===== config.mk =====
export PLATFORM = sky130hd
export DESIGN_NAME = flow_pulse_period_qualifier
export DESIGN_NICKNAME = d
export VERILOG_FILES = /design/src/rtl/fppq_pkg.sv /design/src/rtl/fppq_cfg.sv /design/src/rtl/fppq_core.sv /design/src/rtl/flow_pulse_period_qualifier.sv
export SDC_FILE = /design/constraint.sdc
export NUM_CORES = 1
export LEC_CHECK = 0
export BUFFER_PORTS_ARGS = -buffer_cell sky130_fd_sc_hd__buf_2
export CORE_UTILIZATION = 42
export CTS_CLUSTER_SIZE = 25
export DETAILED_ROUTE_END_ITERATION = 12
export GPL_ROUTABILITY_DRIVEN = 0
export PLACE_DENSITY_LB_ADDON = 0.3
export SYNTH_ARGS = -nofsm -noshare
export SYNTH_HDL_FRONTEND = slang
export SYNTH_SLANG_ARGS = --single-unit

===== constraint.sdc =====
create_clock -name clk -period 7.5 [get_ports clk]
set_input_delay 0.75 -clock clk [delete_from_list [all_inputs] [get_ports clk]]
set_output_delay 0.75 -clock clk [all_outputs]
set_load 0.02 [all_outputs]

===== src/rtl/fppq_pkg.sv =====
package fppq_pkg;

  // Default build constants
  localparam int unsigned PeriodDivisorDef = 4;
  localparam int unsigned TimerTurnDef     = 65536;
  localparam int unsigned PinSamplesDef    = 4;

  // Saturated overflow count
  localparam logic [7:0] SatOvf = 8'hFF;

  // Input item commands
  typedef enum logic [2:0] {
    CMD_CAPTURE    = 3'd0,
    CMD_SET_COUNT  = 3'd1,
    CMD_CLR_LOW    = 3'd2,
    CMD_CLR_HIGH   = 3'd3,
    CMD_CLR_BOTH   = 3'd4,
    CMD_ENABLE     = 3'd5,
    CMD_DISABLE    = 3'd6
  } fppq_cmd_e;

  // Configuration register indexes
  typedef enum logic [2:0] {
    CFG_MAX_PERIOD  = 3'd0,
    CFG_MIN_PERIOD  = 3'd1,
    CFG_CORR_PERIOD = 3'd2,
    CFG_CORR_FACTOR = 3'd3,
    CFG_HIGH_FILTER = 3'd4,
    CFG_LOW_FILTER  = 3'd5
  } fppq_cfg_idx_e;

  // Configuration reset values
  localparam logic [15:0] MaxPeriodRst  = 16'hFFFF;
  localparam logic [15:0] MinPeriodRst  = 16'h0000;
  localparam logic [15:0] CorrPeriodRst = 16'hFFFF;
  localparam logic [7:0]  CorrFactorRst = 8'd0;
  localparam logic [7:0]  HighFilterRst = 8'd3;
  localparam logic [7:0]  LowFilterRst  = 8'd3;

  typedef struct packed {
    logic [2:0]  command;
    logic [15:0] capture_time;
    logic [7:0]  overflow_count;
    logic        overflow_pending;
    logic [3:0]  high_samples;
    logic [15:0] count_value;
  } fppq_in_t;

  typedef struct packed {
    logic [15:0] pulse_count;
    logic        warn_high;
    logic        warn_low;
    logic        edge_is_rising;
  } fppq_out_t;

  typedef struct packed {
    logic [15:0] max_period;
    logic [15:0] min_period;
    logic [15:0] corr_period;
    logic [7:0]  corr_factor;
    logic [7:0]  high_filter;
    logic [7:0]  low_filter;
  } fppq_cfg_t;

endpackage


===== src/rtl/fppq_cfg.sv =====
module fppq_cfg (
  input  logic              clk,
  input  logic              rst_n,
  input  logic              wr_en,
  input  logic [2:0]        wr_index,
  input  logic [15:0]       wr_data,
  output fppq_pkg::fppq_cfg_t cfg
);
  import fppq_pkg::*;

  fppq_cfg_t cfg_r;
  fppq_cfg_t cfg_nxt;

  // Decode the register index
  always_comb begin
    cfg_nxt = cfg_r;
    if (wr_en) begin
      unique case (wr_index)
        CFG_MAX_PERIOD:  cfg_nxt.max_period  = wr_data;
        CFG_MIN_PERIOD:  cfg_nxt.min_period  = wr_data;
        CFG_CORR_PERIOD: cfg_nxt.corr_period = wr_data;
        CFG_CORR_FACTOR: cfg_nxt.corr_factor = wr_data[7:0];
        CFG_HIGH_FILTER: cfg_nxt.high_filter = wr_data[7:0];
        CFG_LOW_FILTER:  cfg_nxt.low_filter  = wr_data[7:0];
        default:         cfg_nxt = cfg_r;
      endcase
    end
  end

  always_ff @(posedge clk) begin
    if (!rst_n) begin
      cfg_r.max_period  <= MaxPeriodRst;
      cfg_r.min_period  <= MinPeriodRst;
      cfg_r.corr_period <= CorrPeriodRst;
      cfg_r.corr_factor <= CorrFactorRst;
      cfg_r.high_filter <= HighFilterRst;
      cfg_r.low_filter  <= LowFilterRst;
    end else begin
      cfg_r <= cfg_nxt;
    end
  end

  assign cfg = cfg_r;

endmodule


===== src/rtl/fppq_core.sv =====
module fppq_core #(
  parameter int unsigned PERIOD_DIVISOR = fppq_pkg::PeriodDivisorDef,
  parameter int unsigned TIMER_TURN     = fppq_pkg::TimerTurnDef,
  parameter int unsigned PIN_SAMPLES    = fppq_pkg::PinSamplesDef
) (
  input  logic                clk,
  input  logic                rst_n,
  input  logic                fire,
  input  fppq_pkg::fppq_in_t  item,
  input  fppq_pkg::fppq_cfg_t cfg,
  output fppq_pkg::fppq_out_t res
);
  import fppq_pkg::*;

  // Reciprocal constants for the exact divide of a 32-bit tick count
  localparam int unsigned DivShift  = $clog2(PERIOD_DIVISOR);
  localparam logic [63:0] DivMulW   =
    ((64'd1 << 32) * ((64'd1 << DivShift) - 64'(PERIOD_DIVISOR))) / 64'(PERIOD_DIVISOR)
    + 64'd1;
  localparam logic [31:0] DivMul    = DivMulW[31:0];
  localparam int unsigned Sh1       = (DivShift > 0) ? 1 : 0;
  localparam int unsigned Sh2       = (DivShift > 0) ? DivShift - 1 : 0;
  localparam logic [31:0] Turn32    = 32'(TIMER_TURN);
  localparam logic [16:0] HalfTurn  = 17'(TIMER_TURN / 2);
  localparam logic [7:0]  MaxOvf    = 8'(PERIOD_DIVISOR - 1);
  localparam logic [3:0]  AllHigh   = 4'(PIN_SAMPLES);

  logic [15:0] count_r, count_nxt;
  logic [15:0] last_r, last_nxt;
  logic [7:0]  high_run_r, high_run_nxt;
  logic [7:0]  low_run_r, low_run_nxt;
  logic [7:0]  corr_run_r, corr_run_nxt;
  logic        high_flag_r, high_flag_nxt;
  logic        low_flag_r, low_flag_nxt;
  logic        fix_due_r, fix_due_nxt;
  logic        rising_r, rising_nxt;
  logic        enabled_r, enabled_nxt;

  logic        race;
  logic [7:0]  ovf_adj;
  logic        fix_adj;
  logic [31:0] ticks;
  logic [63:0] prod;
  logic [31:0] t1;
  logic [32:0] qsum;
  logic [15:0] period;
  logic        too_slow_ovf;
  logic [7:0]  corr_inc;

  // Fold a racing timer overflow into the capture's overflow count, or take back one folded in before
  always_comb begin
    race    = item.overflow_pending && ({1'b0, item.capture_time} < HalfTurn);
    ovf_adj = item.overflow_count;
    fix_adj = fix_due_r;
    if (race) begin
      if (!fix_due_r && (item.overflow_count < SatOvf)) begin
        ovf_adj = item.overflow_count + 8'd1;
        fix_adj = 1'b1;
      end
    end else if (fix_due_r) begin
      ovf_adj = item.overflow_count - 8'd1;
      fix_adj = 1'b0;
    end
  end

  // Measure the period and divide by reciprocal multiplication
  always_comb begin
    too_slow_ovf = (ovf_adj >= SatOvf) || (ovf_adj > MaxOvf);
    ticks  = 32'(ovf_adj) * Turn32 + 32'(item.capture_time) - 32'(last_r);
    prod   = 64'(ticks) * 64'(DivMul);
    t1     = prod[63:32];
    qsum   = {1'b0, t1} + 33'((ticks - t1) >> Sh1);
    qsum   = qsum >> Sh2;
    period = qsum[15:0];
  end

  assign corr_inc = corr_run_r + 8'd1;

  // Next state for one item
  always_comb begin
    count_nxt     = count_r;
    last_nxt      = last_r;
    high_run_nxt  = high_run_r;
    low_run_nxt   = low_run_r;
    corr_run_nxt  = corr_run_r;
    high_flag_nxt = high_flag_r;
    low_flag_nxt  = low_flag_r;
    fix_due_nxt   = fix_due_r;
    rising_nxt    = rising_r;
    enabled_nxt   = enabled_r;
    unique case (item.command)
      CMD_CAPTURE: begin
        if (enabled_r) begin
          if (rising_r) begin
            if (item.high_samples == AllHigh) begin
              fix_due_nxt = fix_adj;
              rising_nxt  = 1'b0;
              last_nxt    = item.capture_time;
              if (too_slow_ovf) begin
                // Too many overflows, too slow without a period
                if (low_run_r < cfg.low_filter) low_run_nxt = low_run_r + 8'd1;
                else low_flag_nxt = 1'b1;
              end else if (period < cfg.min_period) begin
                // Too fast
                if (high_run_r < cfg.high_filter) high_run_nxt = high_run_r + 8'd1;
                else high_flag_nxt = 1'b1;
              end else if (period > cfg.max_period) begin
                // Too slow
                if (low_run_r < cfg.low_filter) low_run_nxt = low_run_r + 8'd1;
                else low_flag_nxt = 1'b1;
              end else begin
                // Clean pulse, plus correction count
                high_run_nxt = 8'd0;
                low_run_nxt  = 8'd0;
                count_nxt    = count_r + 16'((high_run_r == 8'd0) && (low_run_r == 8'd0));
                if (period >= cfg.corr_period) begin
                  if (corr_inc >= cfg.corr_factor) begin
                    corr_run_nxt = 8'd0;
                    count_nxt    = count_nxt + 16'd1;
                  end else begin
                    corr_run_nxt = corr_inc;
                  end
                end else begin
                  corr_run_nxt = 8'd0;
                end
              end
            end
          end else if (item.high_samples == 4'd0) begin
            rising_nxt = 1'b1;
          end
        end
      end
      CMD_SET_COUNT: count_nxt = item.count_value;
      CMD_CLR_LOW: begin
        low_run_nxt  = 8'd0;
        low_flag_nxt = 1'b0;
      end
      CMD_CLR_HIGH: begin
        high_run_nxt  = 8'd0;
        high_flag_nxt = 1'b0;
      end
      CMD_CLR_BOTH: begin
        low_run_nxt   = 8'd0;
        low_flag_nxt  = 1'b0;
        high_run_nxt  = 8'd0;
        high_flag_nxt = 1'b0;
      end
      CMD_ENABLE: begin
        if (!enabled_r) begin
          rising_nxt  = 1'b1;
          enabled_nxt = 1'b1;
        end
      end
      CMD_DISABLE: enabled_nxt = 1'b0;
      default: ;
    endcase
  end

  // Commit state when the item moves to the result register
  always_ff @(posedge clk) begin
    if (!rst_n) begin
      count_r     <= 16'd0;
      last_r      <= 16'd0;
      high_run_r  <= 8'd0;
      low_run_r   <= 8'd0;
      corr_run_r  <= 8'd0;
      high_flag_r <= 1'b0;
      low_flag_r  <= 1'b0;
      fix_due_r   <= 1'b0;
      rising_r    <= 1'b1;
      enabled_r   <= 1'b0;
    end else if (fire) begin
      count_r     <= count_nxt;
      last_r      <= last_nxt;
      high_run_r  <= high_run_nxt;
      low_run_r   <= low_run_nxt;
      corr_run_r  <= corr_run_nxt;
      high_flag_r <= high_flag_nxt;
      low_flag_r  <= low_flag_nxt;
      fix_due_r   <= fix_due_nxt;
      rising_r    <= rising_nxt;
      enabled_r   <= enabled_nxt;
    end
  end

  assign res.pulse_count    = count_nxt;
  assign res.warn_high      = high_flag_nxt;
  assign res.warn_low       = low_flag_nxt;
  assign res.edge_is_rising = rising_nxt;

endmodule


===== src/rtl/flow_pulse_period_qualifier.sv =====
// Channel  Handshake              Payload
// in       in_valid / in_stall    in_data  (fppq_in_t)
// out      out_valid / out_stall  out_data (fppq_out_t)
// cfg      cfg_valid / cfg_ready  cfg_index, cfg_data
//
// One item per cycle sustained while out_stall is low; an accepted item waits
// in the input register; its result then goes to the result register.
// Rate is set by the combinational state update between the two registers.
// Synchronous active-low reset clears the pipeline and the qualifier state.
// out_stall holds a shown result and any queued item; in_stall rises
// only while a held input item cannot move on. cfg_ready is always high.
module flow_pulse_period_qualifier #(
  parameter int unsigned PERIOD_DIVISOR = fppq_pkg::PeriodDivisorDef,
  parameter int unsigned TIMER_TURN     = fppq_pkg::TimerTurnDef,
  parameter int unsigned PIN_SAMPLES    = fppq_pkg::PinSamplesDef
) (
  input  logic                clk,
  input  logic                rst_n,
  input  logic                in_valid,
  output logic                in_stall,
  input  fppq_pkg::fppq_in_t  in_data,
  output logic                out_valid,
  input  logic                out_stall,
  output fppq_pkg::fppq_out_t out_data,
  input  logic                cfg_valid,
  output logic                cfg_ready,
  input  logic [2:0]          cfg_index,
  input  logic [15:0]         cfg_data
);
  import fppq_pkg::*;

  logic       s1_valid_r, s1_valid_nxt;
  fppq_in_t   s1_data_r;
  logic       out_valid_r, out_valid_nxt;
  fppq_out_t  out_data_r;
  logic       out_free;
  logic       fire;
  fppq_cfg_t  cfg;
  fppq_out_t  res;

  assign cfg_ready = 1'b1;

  fppq_cfg u_cfg (
    .clk      (clk),
    .rst_n    (rst_n),
    .wr_en    (cfg_valid && cfg_ready),
    .wr_index (cfg_index),
    .wr_data  (cfg_data),
    .cfg      (cfg)
  );

  fppq_core #(
    .PERIOD_DIVISOR (PERIOD_DIVISOR),
    .TIMER_TURN     (TIMER_TURN),
    .PIN_SAMPLES    (PIN_SAMPLES)
  ) u_core (
    .clk   (clk),
    .rst_n (rst_n),
    .fire  (fire),
    .item  (s1_data_r),
    .cfg   (cfg),
    .res   (res)
  );

  // Advance the pipeline when the result register is free
  assign out_free = !out_valid_r || !out_stall;
  assign fire     = s1_valid_r && out_free;
  assign in_stall = s1_valid_r && !out_free;

  always_comb begin
    s1_valid_nxt  = in_stall ? s1_valid_r : in_valid;
    out_valid_nxt = out_free ? s1_valid_r : out_valid_r;
  end

  // Control
  always_ff @(posedge clk) begin
    if (!rst_n) begin
      s1_valid_r  <= 1'b0;
      out_valid_r <= 1'b0;
    end else begin
      s1_valid_r  <= s1_valid_nxt;
      out_valid_r <= out_valid_nxt;
    end
  end

  // Payload
  always_ff @(posedge clk) begin
    if (in_valid && !in_stall) begin
      s1_data_r <= in_data;
    end
    if (fire) begin
      out_data_r <= res;
    end
  end

  assign out_valid = out_valid_r;
  assign out_data  = out_data_r;

  // Checks
  a_fire_shows: assert property (@(posedge clk) disable iff (!rst_n)
    fire |=> out_valid_r)
    else $error("item moved but no result shown");

  a_hold_item: assert property (@(posedge clk) disable iff (!rst_n)
    s1_valid_r && !fire |=> s1_valid_r && $stable(s1_data_r))
    else $error("held item lost or changed");

  a_reset_empty: assert property (@(posedge clk)
    !rst_n |=> !s1_valid_r && !out_valid_r)
    else $error("pipeline not empty after reset");

endmodule

==> results.md, run 1 <==
* Dpl cells at 1,665
* Max stage delay on crit path at 0.65 ns
* Clk Latency, worst-skew pair at ~0.52 ns
* Max stage delay cell, worst path: o41a_1
* Die area at 0.0272 sq mm
* Asr flop ratio synth at 0
* PD cells at slightly above 200 mW/mm^2
* Area growth, synth to finish at 13.9%
* Reg-to-Reg Start: s1_data_r[33]$_DFFE_PP_
* Average routed wire per standard cell at roughly 16 um
* Via count at a little over 9,000
* Mean Syn Cell Area at 8.70 sq um
* Status: finished, final reports clean
* # DRC at 0
* Crit Path Class: reg2reg
* Row count at 59
* # resized after CTS at 0
* Synth top cells by count: 231 x nand2_1, 135 x dfxtp_1, 104 x inv_1
* DPL Wire Length at 19,400 um
* Area leader, netlist: dfxtp_1
* Syn. warnings at 0
* Routed Antenna Nets at 0
* Unrepaired setup endpoints after global routing: no
* Worst-path clk slew at about 0.060 ns
* Hold EP: s1_data_r[40]$_DFFE_PP_
* Die Height at 165 um
* Core area at 0.0261 sq mm
* Final WS setup at 1.15 ns
* Rel. slew slack at 0.357
* RR Endpoint: u_core.count_r[11]$_SDFFE_PN0P_
* Root Buffer: clkbuf_16
* Netlist Area Pre-Place at 0.0112 sq mm
* Required time of the critical path at a little under 8 ns
* Final hold vios at 0
* GRT overflow at 0
* Clk_skew at about 0.015 ns
* Fmax at 157 MHz
* Worst Hold Depth at 1
* Max-Cap Viols at 0
* Drt first-iter violations at 619
* R2R Setup Slk at 1.15 ns
* Worst setup SP type: flip-flop
* Tightest Pin Transition at 0.964 ns
* Max-slew violations at 0
* Cell count of the worst reg-to-reg path at 22
* Crit path buf inv count at 0
* Crit-path max FO at 16
* H-tree levels at 1
* Final worst path period share at 0.847
* Syn Inst Count at ~1,300
* Drt total wl at 26,700 um
* Pre-antenna DRT Iters at 5
* Layout cell share with drive strength beyond 1 at 0.122
* Crit-path cells: ha_1, a21o_1, a2111oi_0, a21boi_0, o31ai_1, nor4_1, nor4b_1, o21ai_0, nand2b_1, a211oi_1, xnor2_1, ha_1, and4_1, nand3_1, or3_1, a21o_1, a21oi_1, a211o_4, o41a_1, or2_0, a22oi_1, o211ai_1
* Worst vdd ir at 180 uV
* CTS Hold Bufs at 0
* Cell leakage power at 5.04 nW
* Clock sinks at a little over 200
* Post-synth EDFFs at 67
* Register area share after synthesis at 0.422
* Total setup buffers inserted after CTS at 0
* Dpl ws at 1.24 ns
* Tmin final at 6.35 ns
* Vias in the first global route at 8,888
* Top-count cell post-synth: nand2_1
* Top-area cell type share of the netlist area at 0.242
* Worst EP arrival at 6.78 ns
* Initial antenna violation count at 0
* GRT Resource Usage Total at 0.202
* Io pins at 94
* Total CTS buffers at 24
* Hold Crit Class: in2reg
* Family with the most delay on the worst path: compound AO/OA/AOI/OAI gates
* Top cells by area, synth: dfxtp_1 24%, edfxtp_1 18%, ha_1 11%
* Setup crit end kind: flip-flop
* Top_reg_cell synth: dfxtp_1
* Synth Register Bits at about 200
* Vias per cell at 5.44
* Synth unique cells at 79
* Hold Startpoint: in_data[40]
* Die W at 165 um
* Syn_nets at about 1,500
* CTS max path bufs at 3
* Nets@finish at 1,522
* CTS tree: yes
* Setup TNS at 0 ns
* Final setup fails at 0
* Starting Density at 0.428
* Largest net degree at the start of global routing at between 50 and 60
* Post-route insts no fill at 1,710
* First-pass GRT wire length at 44,100 um
* Port Buf Inserts at 92
-- how the worst max path moves through the flow --
stage                                       start  cells past startpoint                               to
after floorplan           s1_data_r[33]$_DFFE_PP_                     22           out_data[11]$_DFFE_PP_
after global placement    s1_data_r[33]$_DFFE_PP_                     22  u_core.count_r[11]$_SDFFE_PN0P_
final                     s1_data_r[33]$_DFFE_PP_                     22  u_core.count_r[11]$_SDFFE_PN0P_
after global routing      s1_data_r[33]$_DFFE_PP_                     22  u_core.count_r[11]$_SDFFE_PN0P_
after detailed placement  s1_data_r[33]$_DFFE_PP_                     22  u_core.count_r[11]$_SDFFE_PN0P_
after CTS                 s1_data_r[33]$_DFFE_PP_                     22  u_core.count_r[11]$_SDFFE_PN0P_
-- cell type report --
cell class              instances  area [sq um]
well taps                     335           419
multi-input cells             920          5850
clock inverters                10          77.6
inverters                     106           398
repair buffers                102           536
flip-flops and latches        202          4710
diodes                          1          2.50
fillers                      2505         13300
clock buffers                  34           726
-- cells by family after synthesis --
logic type               Yosys count  synth area share
AND/OR/NAND/NOR                  474             0.201
AO/OA/AOI/OAI                    302             0.176
flip-flops                       202             0.422
buffers and inverters            162            0.0554
adder cells (fa/ha/maj)           94             0.105
XOR/XNOR                          42            0.0329
multiplexers                       7           0.00650
other                              1          0.000336
-- flip-flops by register name, indices dropped and copies added (netlist names), 8 cells and up --
name and flops:
s1_data_r 48, u_core.corr_run_r 8, u_core.last_r 16, u_cfg.cfg 72, out_data 19, u_core.count_r 16
u_core.low_run_r 8, u_core.high_run_r 8
-- report_power, final --
| group | switching, mW | internal [mW] | total [mW] | leakage (nW) |
|---|---|---|---|---|
| Clock | 0.453 | 0.708 | 1.16 | 0.397 |
| Combinational | 0.176 | 0.105 | 0.281 | 2.90 |
| Sequential | 0.0255 | 1.17 | 1.20 | 1.74 |
-- stage by stage --
step | hold WS (ns) | area [sq um] | utilization | power (mW)
after detailed placement | 0.446 | 11900 | 0.457 | 1.50
final | 0.408 | 12700 | 0.488 | 2.64
after CTS | 0.389 | 12700 | 0.488 | 2.66
after global placement | 0.441 | 11900 | 0.457 | 1.49
after global routing | 0.391 | 12700 | 0.488 | 2.74
after floorplan | 0.432 | 11200 | - | 1.40
-- metal layers --
metal	GRT usage	vias to the layer above	routed length, um
met1	0.266	4327	12100
met5	0	-	0
met2	0.338	233	12500
met3	0.0267	61	1220
li1	-	4689	-
met4	0.0726	0	843
-- layout by cell type, fill, tap and decap left out, drive strengths merged, types with 10 or more instances in the layout --
master / n
nand2: 232
dfxtp: 135
inv: 106
buf: 102
a21oi: 101
ha: 94
edfxtp: 67
nor2: 66
o211ai: 49
o21ai: 48
clkbuf: 34
nand3: 32
nor3: 28
xnor2: 24
nand2b: 19
xor2: 18
a21o: 18
and3: 14
nand4: 13
or3: 13
nor4: 12
a31oi: 10
(Power assumes the default switching activity.)
==> run 2, diff against run 1 <==
Settings changed: ABC_AREA set to 1.
Clock period 7.5 ns to 5.5 ns, I/O delays scaled along.
==> run 2 against run 1 <==
Effect of this change: non-clock buffer count shrank 3; via count grew 10%; register-to-register slack lost 0.26 ns; count of clock-buffer cells in the layout is the same; hold slack lost 0.21 ns; largest cell class unchanged; first-iteration DRC count grew 11%.
==> results.md, run 2 <==
* Setup crit end kind: flip-flop (unchanged)
* Seq. cell area at 0.00471 sq mm (unchanged)
* Cell leakage power at 6.14 nW (was 5.04 nW)
* Fmax at 217 MHz (was 157 MHz)
* CP most frequent cell: nand2_1
* Max stage delay on crit path at 0.40 ns (was 0.65 ns)
* ANT cells at 0 (was 1)
* Status: finished, final reports clean (unchanged)
* Synth top cells by count: 367 x nand2_1, 241 x inv_1, 138 x a21oi_1 (was 231 x nand2_1, 135 x dfxtp_1, 104 x inv_1)
* Worst-path clk slew at 0.06 ns (about the same)
* Setup TNS at 0 ns (unchanged)
* Die Height at 170 um (was 165 um)
* Cell count of the worst reg-to-reg path at 25 (was 22)
* Top_reg_cell synth: dfxtp_1 (unchanged)
* Average routed wire per standard cell at 13.7 um (was 15.6 um)
* Routed Antenna Nets at 0 (unchanged)
* Required time of the critical path at 5.77 ns (was 7.93 ns)
* Nets@finish at 1,822 (was 1,522)
* Max-Cap Viols at 0 (unchanged)
* DPL Wire Length at 20,100 um (was 19,400 um)
* Final hold vios at 0 (unchanged)
* Port Buf Inserts at 92 (unchanged)
* Multi-input logic area at 0.00606 sq mm (was 0.00585 sq mm)
* Most frequent cells in the layout: 367 x nand2_1, 240 x inv_1, 138 x a21oi_1, 135 x dfxtp_1, 101 x o21ai_0 (was 231 x nand2_1, 135 x dfxtp_1, 104 x inv_1, 101 x a21oi_1, 94 x ha_1)
* Initial antenna violation count at 0 (unchanged)
* Synth unique cells at 45 (was 79)
* Area leader, netlist: dfxtp_1 (unchanged)
* Root Buffer: clkbuf_16 (unchanged)
* Filler cell count at 2,789 (was 2,505)
* Crit Path Class: reg2reg (unchanged)
* Worst vdd ir at 235 uV (was 180 uV)
* Top cells by area, synth: dfxtp_1 23%, edfxtp_1 17%, nand2_1 12% (was dfxtp_1 24%, edfxtp_1 18%, ha_1 11%)
* Die area at 0.0290 sq mm (was 0.0272 sq mm)
* Drt total wl at 28,000 um (was 26,700 um)
* Die W at 170 um (was 165 um)
* Via count at 10,300 (was 9,310)
* Starting Density at 0.428 (about the same)
* Reg-to-Reg Start: s1_data_r[30]$_DFFE_PP_ (was s1_data_r[33]$_DFFE_PP_)
* Vias per cell at 5.01 (was 5.44)
* Row count at 61 (was 59)
* Core area at 0.0278 sq mm (was 0.0261 sq mm)
* CTS max path bufs at 3 (unchanged)
* Total CTS buffers at 24 (unchanged)
* Tmin final at 4.61 ns (was 6.35 ns)
* Syn_nets at 1,746 (was 1,450)
* GRT overflow at 0 (unchanged)
* Hold Crit Class: in2reg (unchanged)
* # DRC at 0 (unchanged)
* Crit-path max FO at 15 (was 16)
* Io pins at 94 (unchanged)
* Total setup buffers inserted after CTS at 0 (unchanged)
* Largest net degree at the start of global routing at 100 (was 58)
* Syn Inst Count at 1,580 (was 1,284)
* Max stage delay cell, worst path: edfxtp_1 (was o41a_1)
* Drt first-iter violations at 684 (was 619)
* Worst EP arrival at 4.88 ns (was 6.78 ns)
* Worst setup SP type: flip-flop (unchanged)
* Mean Syn Cell Area at 7.52 sq um (was 8.70 sq um)
* Commonest non-fill, non-tap cell in the layout: nand2_1 (unchanged)
* Worst Hold Depth at 1 (unchanged)
* Top-area cell type share of the netlist area at 0.227 (was 0.242)
* Rel. slew slack at 0.182 (was 0.357)
* Pre-antenna DRT Iters at 5 (unchanged)
* Hold Startpoint: in_data[12] (was in_data[40])
* Post-Place Cell Area at 0.0127 sq mm (was 0.0119 sq mm)
* Max-slew violations at 0 (unchanged)
* First-pass GRT wire length at 46,200 um (was 44,100 um)
* Unrepaired setup endpoints after global routing: no (unchanged)
* Post-synth EDFFs at 67 (unchanged)
* # resized after CTS at 0 (unchanged)
* Clock sinks at 202 (unchanged)
* CTS Hold Bufs at 0 (unchanged)
* Netlist Area Pre-Place at 0.0119 sq mm (was 0.0112 sq mm)
* Final setup fails at 0 (unchanged)
* Syn. warnings at 0 (unchanged)
* Vias in the first global route at 9,535 (was 8,888)
* Area growth, synth to finish at 13.0% (was 13.9%)
* CTS tree: yes (unchanged)
* Final instance area at 0.0134 sq mm (was 0.0127 sq mm)
* Tightest Pin Transition at 1.23 ns (was 0.964 ns)
* Clk Latency, worst-skew pair at 0.52 ns (about the same)
* GRT Resource Usage Total at 0.195 (was 0.202)
* Synth Register Bits at 202 (unchanged)
* Final worst path period share at 0.838 (was 0.847)
* Asr flop ratio synth at 0 (unchanged)
* RR Endpoint: out_data[5]$_DFFE_PP_ (was u_core.count_r[11]$_SDFFE_PN0P_)
* Max reg flops at 72 (unchanged)
* R2R Setup Slk at 0.89 ns (was 1.15 ns)
* Register area share after synthesis at 0.397 (was 0.422)
* Clk_skew at 0.0124 ns (was 0.0148 ns)
* PD cells at 272 mW/mm^2 (was 207 mW/mm^2)
* Layout cell share with drive strength beyond 1 at 0.100 (was 0.122)
* Hold EP: s1_data_r[12]$_DFFE_PP_ (was s1_data_r[40]$_DFFE_PP_)
* H-tree levels at 1 (unchanged)
* Top-count cell post-synth: nand2_1 (unchanged)
-- run 2: cell count changes after synthesis, sizes merged, moves of 13 or more --
cell    change
a21o       -13
o21ai      +56
and3       -14
xnor2      -18
nand2     +141
nand3      +64
or3        -13
nor3       -15
a21oi      +40
nand4      +34
nand2b     -19
nor2       +31
inv       +142
-- run 2: where the power goes --
group          internal, mW  switching, mW  total [mW]
combinational         0.167          0.337       0.504
clock                 0.883          0.623        1.51
sequential             1.61         0.0308        1.64
total                  2.66          0.991        3.65
-- run 2: how the worst max path moves through the flow --
| stage | start | slack (ns) | depth (start not counted) | end |
|---|---|---|---|---|
| 5_1_grt | s1_data_r[35]$_DFFE_PP_ | 0.43 | 24 | out_data[5]$_DFFE_PP_ |
| 4_1_cts | s1_data_r[30]$_DFFE_PP_ | 0.95 | 25 | out_data[5]$_DFFE_PP_ |
| 2_1_floorplan | s1_data_r[30]$_DFFE_PP_ | 1.64 | 25 | out_data[5]$_DFFE_PP_ |
| 3_3_place_gp | s1_data_r[30]$_DFFE_PP_ | 1.07 | 25 | out_data[5]$_DFFE_PP_ |
| 6_report | s1_data_r[30]$_DFFE_PP_ | 0.89 | 25 | out_data[5]$_DFFE_PP_ |
| 3_5_place_dp | s1_data_r[30]$_DFFE_PP_ | 0.95 | 25 | out_data[5]$_DFFE_PP_ |
-- run 2: metal layers --
| layer | GRT usage | vias up | part of all wire |
|---|---|---|---|
| li1 | - | 5376 | - |
| met1 | 0.261 | 4652 | 0.47 |
| met2 | 0.327 | 201 | 0.46 |
| met3 | 0.0242 | 42 | 0.041 |
| met4 | 0.0619 | 0 | 0.027 |
| met5 | 0 | - | 0 |
-- run 2: area by class of cell --
type	instances	share of cell area
Multi-Input combinational cell	1082	0.451
Sequential cell	202	0.351
Inverter	247	0.0690
Clock buffer	34	0.0522
Timing Repair Buffer	99	0.0382
Tap cell	378	0.0352
Clock inverter	9	0.00335
-- run 2: cell families after synthesis --
group | synth area share
DFF | 0.397
xor gates and xnor gates | 0.0258
and+or+nand+nor | 0.237
buffers and inverters | 0.0958
other | 0.000315
AOI/OAI and AO/OA | 0.146
adders and majority gates | 0.0989
-- run 2: critical path, delay by kind of cell (launching register included) --
kind            cells  cell delay, ns
fa+ha+maj           2            0.65
buf+inv             3            0.61
compound gates      4            0.84
flops               1            0.40
xor+xnor            1            0.18
simple gates       15            1.68
-- run 2: metrics by stage --
stage / total power [mW] / hold WS [ns] / util / cells / setup WS (ns)
2_1_floorplan: 2.02 / 0.423 / - / 1580 / 1.64
3_3_place_gp: 2.16 / 0.444 / 0.457 / 2008 / 1.07
3_5_place_dp: 2.17 / 0.451 / 0.457 / 2008 / 0.954
4_1_cts: 3.68 / 0.185 / 0.483 / 2051 / 0.950
5_1_grt: 3.82 / 0.188 / 0.483 / 2051 / 0.433
6_report: 3.65 / 0.202 / 0.483 / 2051 / 0.891
